==> src/hw/rtl/gmsb_pkg.sv <==
// ----------------------------------------------------------------------------
// gmsb_pkg
// Shared types and constants of the grid breadth-first search block.
// ----------------------------------------------------------------------------
`default_nettype none

package gmsb_pkg;

   localparam int GMSB_MAX_ROWS = 64;
   localparam int GMSB_MAX_COLS = 64;

   localparam int GRID_W    = 7;
   localparam int COORD_W   = 6;
   localparam int DIST_W    = 12;
   localparam int DIST_SAT  = 4095;
   localparam int CSR_IDX_W = 1;

   localparam logic [GRID_W-1:0]    GRID_RESET = 7'd64;
   localparam logic [CSR_IDX_W-1:0] CSR_ROWS   = 1'b0;
   localparam logic [CSR_IDX_W-1:0] CSR_COLS   = 1'b1;

   localparam logic KIND_DONE = 1'b0;
   localparam logic KIND_READ = 1'b1;

   typedef enum logic [1:0] {
      OP_LOAD = 2'd0,
      OP_RUN  = 2'd1,
      OP_READ = 2'd2
   } op_type;

   typedef struct packed {
      op_type             op;
      logic [COORD_W-1:0] row;
      logic [COORD_W-1:0] col;
      logic               wall;
      logic               src;
   } cmd_type;

   typedef struct packed {
      logic clearing;
   } back_status_type;

   typedef enum logic [3:0] {
      ST_CLEAR,
      ST_IDLE,
      ST_LOAD,
      ST_READ,
      ST_READW,
      ST_SWEEP,
      ST_POP,
      ST_POPW,
      ST_NB,
      ST_NBW,
      ST_DONE
   } back_state_type;

endpackage

`default_nettype wire

==> src/hw/rtl/gmsb_front.sv <==
// ----------------------------------------------------------------------------
// gmsb_front
// Takes items, drops unknown opcodes and queues the rest for the engine.
// ----------------------------------------------------------------------------
`default_nettype none

module gmsb_front import gmsb_pkg::*; (
   input  wire logic               clock,
   input  wire logic               reset,
   input  wire logic               start,
   input  wire logic [1:0]         req_opcode,
   input  wire logic [COORD_W-1:0] req_row,
   input  wire logic [COORD_W-1:0] req_col,
   input  wire logic               req_is_wall,
   input  wire logic               req_is_source,
   input  wire back_status_type    status,
   output logic                    busy,
   output logic                    q_valid,
   output cmd_type                 q_cmd,
   input  wire logic               q_pop
);

   cmd_type    q_mem_ff [2];
   logic       wp_ff, wp_in;
   logic       rp_ff, rp_in;
   logic [1:0] cnt_ff, cnt_in;
   logic       push;
   cmd_type    new_cmd;

   always_comb begin
      new_cmd.op   = op_type'(req_opcode);
      new_cmd.row  = req_row;
      new_cmd.col  = req_col;
      new_cmd.wall = req_is_wall;
      new_cmd.src  = req_is_source;
   end

   assign busy    = status.clearing || (cnt_ff == 2'd2);
   assign push    = start && !busy && (req_opcode inside {OP_LOAD, OP_RUN, OP_READ});
   assign q_valid = (cnt_ff != 2'd0);
   assign q_cmd   = q_mem_ff[rp_ff];

   always_comb begin
      wp_in  = wp_ff;
      rp_in  = rp_ff;
      cnt_in = cnt_ff;
      if (push) begin
         wp_in = ~wp_ff;
      end
      if (q_pop) begin
         rp_in = ~rp_ff;
      end
      case ({push, q_pop})
         2'b10:   cnt_in = cnt_ff + 2'd1;
         2'b01:   cnt_in = cnt_ff - 2'd1;
         default: cnt_in = cnt_ff;
      endcase
   end

   always_ff @(posedge clock) begin
      if (reset) begin
         wp_ff  <= 1'b0;
         rp_ff  <= 1'b0;
         cnt_ff <= 2'd0;
      end else begin
         wp_ff  <= wp_in;
         rp_ff  <= rp_in;
         cnt_ff <= cnt_in;
      end
   end

   always_ff @(posedge clock) begin
      if (push) begin
         q_mem_ff[wp_ff] <= new_cmd;
      end
   end

endmodule

`default_nettype wire

==> config.mk <==
export PLATFORM = sky130hd
export DESIGN_NAME = gmsb_front
export DESIGN_NICKNAME = d
export VERILOG_FILES = /design/src/hw/rtl/gmsb_pkg.sv /design/src/hw/rtl/gmsb_front.sv
export SDC_FILE = /design/constraint.sdc
export NUM_CORES = 1
export LEC_CHECK = 0
export BUFFER_PORTS_ARGS = -buffer_cell sky130_fd_sc_hd__buf_2
export CORE_MARGIN = 2
export CORE_UTILIZATION = 45
export CTS_CLUSTER_DIAMETER = 40
export DETAILED_ROUTE_END_ITERATION = 7
export HOLD_SLACK_MARGIN = 0.05
export MAX_ROUTING_LAYER = met4
export PLACE_DENSITY = 0.83
export SLEW_MARGIN = 5
export SYNTH_ARGS = -nofsm -noshare
export SYNTH_HDL_FRONTEND = slang
export SYNTH_SLANG_ARGS = --single-unit
==> constraint.sdc <==
create_clock -name clock -period 2.15 [get_ports clock]
set_input_delay 0.43 -clock clock [delete_from_list [all_inputs] [get_ports clock]]
set_output_delay 0.43 -clock clock [all_outputs]
set_load 0.02 [all_outputs]
## Word level (Yosys, flattened, before mapping)

Memory sizes are Yosys's and may differ from the RTL's. A register that Yosys moved wholly into a read port is not among the register bits.
Index checks and enable logic that the tools add are counted.

| cells by class | value |
|---|---|
| add/sub/neg operators | 2 |
| eq/ne operators | 5 |
| muxes and demuxes | 5 |
| bitwise operators | 2 |
| reductions and logical operators | 8 |

Operators by type and width:

| cell | number |
|---|---|
| equality test 2 bit (second input constant) | 3 |
| equality test 2 x 1 -> 1 bit (second input constant) | 2 |
| two-way mux 1 bit | 4 |
| one-hot mux 2 bit (2 select lines) | 1 |
| nonzero test 2 bit | 2 |
| nonzero test 3 bit | 1 |
| adder 2 x 1 -> 2 bit (second input constant) | 1 |
| logical AND 1 bit | 2 |
| logical NOT 2 bit | 1 |
| NOT 1 bit | 2 |
| subtractor 2 x 1 -> 2 bit (second input constant) | 1 |
| logical NOT 1 bit | 1 |
| logical OR 1 bit | 1 |

| storage, ports and cells | value |
|---|---|
| bits in registers | 4 |
| bits in writable memories | 32 |
| bits of input ports | 21 |
| memories kept | 1 |

Memories:

| memory | words | width | read ports | clocked after memory_dff | wr ports | RTL line | text |
|---|---|---|---|---|---|---|---|
| q_mem_ff | 2 | 16 | 1 | 1 | 1 | gmsb_front.sv:23 | `cmd_type q_mem_ff [2];` |

## Logic depth before layout (Yosys ltp)

Gate-level depths: netlist of run 1.

| logic depth | value |
|---|---|
| depth after elaboration | 7 |
| mapped depth | 6 |
| depth with buffers taken out | 6 |

## Worst setup path before layout of run 1

No wires, ideal clock.

| path | value |
|---|---|
| kind | input to register |
| from | in start |
| to | mem q_mem_ff[1][0] (netlist name), enable pin |
| setup time | 389 ps |
| arrival | 1,779 ps |
| path slack | -18 ps |
| stages on the path | 3 |
| path through | a21bo_2 or3_2 nor2_1 |

| on the way | value |
|---|---|
| word-level cells in the longest chain between the ends | 4 |

RTL lines:

| what | RTL line | text |
|---|---|---|
| start, declared | gmsb_front.sv:10 | `input wire logic start,` |
| logical AND 1 bit (2 in a row) | gmsb_front.sv:39 | `assign push = start && !busy && (req_opcode inside {OP_LOAD, OP_RUN, OP_READ});` |
| two-way mux 1 bit | gmsb_front.sv:73 | `if (push) begin` |
| two-way mux 1 bit (implied by the code) | gmsb_front.sv:74 | `q_mem_ff[wp_ff] <= new_cmd;` |
| end, declared | gmsb_front.sv:23 |  |

No other way between the ends.

==> flow_metrics.py, run 1 <==
metrics = {
    "outcome": {
        "status": "completed",
    },
    "power": {
        "cellLeakagePower_nw": 0.660,
        "power_density_nw_per_um2": 803,
        "ir_worst_vdd_mv": 0.428,
    },
    "final_layout": {
        "final_cell_area_um2": 1700,
        "drive_above_1_share": 0.576,
        "fin_nets": 146,
        "antenna_cells": 0,
        "instances_no_fill": 158,
        "nFillCells": 254,
        "area_delta_synth_final_pct": 22.4,
    },
    "run": {
        "maxCapViolCount": 0,
    },
    "die": {
        "die_area_um2": 3550,
        "start_util": 0.463,
        "die_y_um": 59.6,
        "die_w_um": 59.6,
        "num_io_pins": 39,
        "core_um2": 3000,
        "placementRows": 20,
    },
    "clocking": {
        "post_cts.repair.setup_buffers": 0,
        "cts.root.buffer_cell": "clkbuf_4",
        "clkTransAtPathRegs_ns": 0.10,
        "cts_tree": "built",
        "clockBufferDepth": 2,
        "cts_hold_buf": 0,
        "clk-insertion-delay-late_ns": 0.33,
        "clkSinkCount": 37,
        "cts_buffers": 5,
        "post_cts_resized": 0,
        "htree_levels": 2,
    },
    "worst_setup_path": {
        "critPathSlowestCell": "dfxtp_1",
        "cp_num_buf_inv": 2,
        "cp.required_ns": 1.72,
        "slowest_delay_ns": 0.41,
        "critPathKind": "reg -> out",
        "crit_fanout": 13,
        "crit_family": "buffers and inverters",
        "worstPathCellList": "buf_4 > mux2_2 > buf_2",
        "setup.worst_path.end_class": "output port",
        "startpoint_type": "register",
        "worstPathArrival_ns": 1.52,
    },
    "logic_synthesis": {
        "synthesis.area_um2": 1390,
        "synth.top_cells.by_area": "edfxtp_1 (69%), mux2_2 (13%), dfxtp_1 (7.2%)",
        "syn_avg_cell_area_um2": 18.3,
        "netlist_instances": 76,
        "async_reset_ff_frac": 0,
        "synth_seq_cells": 37,
        "synth_cell_types": 18,
        "syn-num-nets": 98,
        "synthTopCellsByCount": "edfxtp_1 (32), mux2_2 (16), dfxtp_1 (5), nor2_1 (4)",
        "synth_most_common_cell": "edfxtp_1",
        "synth_top_area_frac": 0.691,
        "yosysWarnings": 0,
        "yosysSeqAreaShare": 0.763,
        "synth_ff_type": "edfxtp_1",
        "yosysTopAreaCell": "edfxtp_1",
        "synth_edf_count": 32,
    },
    "routing": {
        "via_count": 787,
        "drtPass1Iterations": 2,
        "ant_nets": 0,
        "drc": 0,
        "drt-total-wl_um": 2170,
        "wire_per_inst_um": 13.7,
        "drtIter0Drc": 10,
        "viasPerCell": 4.98,
    },
    "placement": {
        "port_buffers": 38,
        "place_congestion": 0.648,
        "post-dp-hpwl_um": 1590,
        "place_inst": 150,
        "place_area_um2": 1650,
    },
    "timing": {
        "finalHoldViolCount": 0,
        "setup_violations": 0,
        "fin_crit_ns": 1.95,
        "rsz0062_at_grt": "no",
        "period_share": 0.905,
        "hold_slack_ns": 0.279,
        "skew_ns": 0.00335,
        "slew_viol_final": 0,
        "worstMarginPinSlew_ns": 0.199,
        "setup-tns-final_ns": 0,
        "maxClockFrequency_mhz": 514,
        "relSlewSlack": 0.866,
    },
    "grt": {
        "grt_pass1_vias": 772,
        "grt_max_degree": 14,
        "grt-ovfl-total": 0,
        "antenna_found_initial": 0,
        "grt_usage": 0.140,
        "grt_pass1_wl_um": 3330,
    },
    "min_path": {
        "hp-class": "in -> reg",
    },
}
-- cell usage in the layout (no fill, tap or decap) --
master    count
clkinv_2      1
xor2_1        1
or3_2         1
dfxtp_1       5
or4_4         1
edfxtp_1     32
nor2_2        1
or3_1         1
o21ai_0       1
or2_2         2
a21bo_2       1
ha_1          1
nor2b_2       1
a21oi_1       2
xnor2_1       2
clkbuf_4      5
buf_2        38
mux2_2       16
buf_4         5
o31ai_1       1
inv_1         2
nor2_1        3
clkinv_1      2
-- final timing paths --
| check | startpoint | end | slack (ns) | cells after the start |
|---|---|---|---|---|
| min | req_row[5] | q_mem_ff[0][13] | 0.28 | 1 |
| min reg2reg | cnt_ff[1] | cnt_ff[1] | 0.50 | 2 |
| max reg2reg | cnt_ff[1] | cnt_ff[1] | 0.26 | 5 |
| max | register | q_cmd[3] | 0.20 | 3 |
-- state kept, by name (all words and copies together) (netlist names), named ones only --
signal and cells:
wp_ff 1, rp_ff 1, cnt_ff 2, q_mem_ff 32
-- through the flow --
step                      worst slack (ns)  total power, mW   util
after global placement               0.101             1.05  0.550
after global routing                 0.118             1.44  0.567
after CTS                            0.163             1.39  0.567
after detailed placement            0.0162             1.06  0.550
final                                0.203             1.37  0.567
after floorplan                      0.236            0.980      -
-- report_power, final --
group,internal [mW],switching (mW)
logic,0.0952,0.114
registers,0.815,0.0152
clock network,0.118,0.211
-- worst reg2reg max path, delay by kind of cell, from the launching register on --
kind / cells / cell delay [ns]
DFF: 1 / 0.34
and+or+nand+nor: 3 / 1.02
AOI/OAI and AO/OA: 1 / 0.14
adders and majority gates: 1 / 0.34
-- cells by family after synthesis --
| group | count (synthesis) | synth area share |
|---|---|---|
| muxes | 16 | 0.129 |
| DFF | 37 | 0.763 |
| xor gates and xnor gates | 3 | 0.0189 |
| buffers and inverters | 4 | 0.0126 |
| and+or+nand+nor | 10 | 0.0441 |
| AOI/OAI and AO/OA | 5 | 0.0234 |
| adders and majority gates | 1 | 0.00899 |
-- cell type report --
cell class | count | area (um^2) | share of cell area
inverter | 2 | 7.51 | 0.00441
clock inverter | 3 | 12.5 | 0.00735
multi-input combinational | 35 | 315 | 0.185
tap | 33 | 41.3 | 0.0242
sequential | 37 | 1060 | 0.623
clock buffer | 5 | 37.5 | 0.0220
timing repair buffer | 43 | 228 | 0.134
-- routing by layer --
metal / share of wire / GRT usage
met2: 0.49 / 0.220
met4: 0.017 / 0.0667
met3: 0.081 / 0.0677
met1: 0.41 / 0.148
met5: 0 / -
Power figures use the tool's default switching activity.
==> inputs of run 2 (changes only) <==
Settings changed: CELL_PAD_IN_SITES_DETAIL_PLACEMENT set to 0, CELL_PAD_IN_SITES_GLOBAL_PLACEMENT set to 1, CORE_UTILIZATION 45 to 37.
==> run 2 against run 1 <==
Effect of this change:
- sequential share of layout area decreased by 1.7 points
- total power increased by 8.4%
- non-clock buffer count decreased by 2
- hold slack improved by 0.060 ns
- flip-flop and latch count unchanged
- via count increased by 0.38%
- final cell count increased by 8.2%
- setup slack improved by 0.091 ns
- combinational power about the same
- critical endpoint is now cnt_ff[1]
==> flow_metrics.py, run 2 (synthesized netlist as in run 1, its figures left out) <==
metrics = {
    "timing": {
        "slew_viol_final": 0,
        "relSlewSlack": 0.857,
        "finalHoldViolCount": 0,
        "maxClockFrequency_mhz": 539,
        "skew_ns": 0.00402,
        "worstMarginPinSlew_ns": 0.215,
        "period_share": 0.863,
        "rsz0062_at_grt": "no",
        "setup-tns-final_ns": 0,
        "fin_crit_ns": 1.86,
        "setup_violations": 0,
    },
    "routing": {
        "top_layer": "met4",
        "drt-met1-wl_um": 895,
        "drc": 0,
        "drt-total-wl_um": 2250,
        "wire_per_inst_um": 13.1,
        "drtIter0Drc": 18,
        "via_count": 790,
        "ant_nets": 0,
        "drtPass1Iterations": 3,
        "wl_met2_um": 1180,
        "viasPerCell": 4.62,
        "wl_met3_um": 105,
    },
    "die": {
        "die_w_um": 65.3,
        "die_y_um": 65.3,
        "die_area_um2": 4270,
        "placementRows": 22,
        "num_io_pins": 39,
        "start_util": 0.383,
        "core_um2": 3630,
    },
    "worst_setup_path": {
        "cp.required_ns": 2.36,
        "critPathSlowestCell": "or3_2",
        "startpoint_type": "register",
        "slowest_delay_ns": 0.48,
        "crit_fanout": 4,
        "reg2reg_depth": 5,
        "worstPathCellList": "nor2b_2 > or3_2 > ha_1 > or3_1 > a21oi_1",
        "setup.worst_path.end_class": "register",
        "cp_num_buf_inv": 0,
        "crit_family": "simple AND/OR/NAND/NOR gates",
        "worstPathArrival_ns": 2.07,
        "critPathKind": "reg -> reg",
        "cp_num_cells": 5,
    },
    "outcome": {
        "status": "completed",
    },
    "final_layout": {
        "final_common_cell": "buf_2",
        "fin_nets": 144,
        "largest_reg_flops": 32,
        "drive_above_1_share": 0.577,
        "top_regs": "q_mem_ff x32, cnt_ff x2",
        "post-route-util": 0.482,
        "final_cell_mix": "buf_2 (38), edfxtp_1 (32), mux2_2 (16)",
        "area_delta_synth_final_pct": 25.9,
        "max_flop_register": "q_mem_ff",
        "antenna_cells": 0,
    },
    "grt": {
        "grt_usage": 0.116,
        "grt_max_degree": 17,
        "grt_pass1_vias": 746,
        "grt_pass1_wl_um": 3380,
        "antenna_found_initial": 0,
        "grt-ovfl-total": 0,
    },
    "clocking": {
        "clkSinkCount": 37,
        "cts.root.buffer_cell": "clkbuf_8",
        "clkTransAtPathRegs_ns": 0.07,
        "clockBufferDepth": 2,
        "post_cts_resized": 0,
        "cts_buffers": 5,
        "clk-insertion-delay-late_ns": 0.28,
        "cts_hold_buf": 0,
        "post_cts.repair.setup_buffers": 0,
        "cts_tree": "built",
        "htree_levels": 2,
    },
    "power": {
        "ir_worst_vdd_mv": 0.308,
        "cellLeakagePower_nw": 0.666,
        "power_density_nw_per_um2": 847,
    },
    "placement": {
        "port_buffers": 38,
        "place_congestion": 0.770,
        "post-dp-hpwl_um": 1590,
    },
    "min_path": {
        "hp-class": "in -> reg",
        "min_path_cells": 1,
    },
    "run": {
        "maxCapViolCount": 0,
    },
}
-- run 2: changes by cell type in the layout (fill, tap and decap cells not counted) --
cell / delta
clkinv_1: -2
buf_4: -3
buf_12: +1
clkbuf_1: +1
clkinv_2: +1
clkbuf_8: +5
clkbuf_4: -5
-- run 2: metal layers --
| layer | GRT usage | vias up |
|---|---|---|
| met5 | - | - |
| met2 | 0.191 | 23 |
| met3 | 0.0325 | 5 |
| met1 | 0.118 | 388 |
| met4 | 0.0859 | 0 |
| li1 | - | 374 |
-- run 2: report_power, final --
part	total, mW	internal (mW)	switching (mW)	leakage [nW]
Combinational	0.209	0.0940	0.115	0.288
Sequential	0.828	0.815	0.0129	0.333
Clock	0.446	0.224	0.222	0.0450
Total	1.48	1.13	0.349	0.666
-- run 2: cell type report --
type	count	area, um^2
clock buffers	6	72.6
clock inverters	2	10.0
fillers	329	1880
inverters	2	7.51
multi-input cells	35	315
flip-flops and latches	37	1060
well taps	48	60.1
repair buffers	41	225
-- run 2: per-stage QoR --
| stage | setup WS [ns] | cell area, um^2 | cells | hold WS (ns) | total power [mW] |
|---|---|---|---|---|---|
| 6_report | 0.295 | 1750 | 171 | 0.340 | 1.48 |
| 5_1_grt | 0.217 | 1750 | 171 | 0.324 | 1.55 |
| 4_1_cts | 0.278 | 1750 | 171 | 0.332 | 1.50 |
| 3_5_place_dp | 0.0461 | 1670 | 163 | 0.482 | 1.06 |
| 3_3_place_gp | 0.0914 | 1670 | 163 | 0.472 | 1.05 |
| 2_1_floorplan | 0.236 | 1390 | 76 | 0.455 | 0.980 |
-- run 2: final timing paths --
kind	from	endpoint	slack (ns)
hold reg to reg	wp_ff	wp_ff	0.49
setup / recovery	cnt_ff[1]	cnt_ff[1]	0.29
hold / removal	req_row[5]	q_mem_ff[0][13]	0.34
setup reg to reg	cnt_ff[1]	cnt_ff[1]	0.29
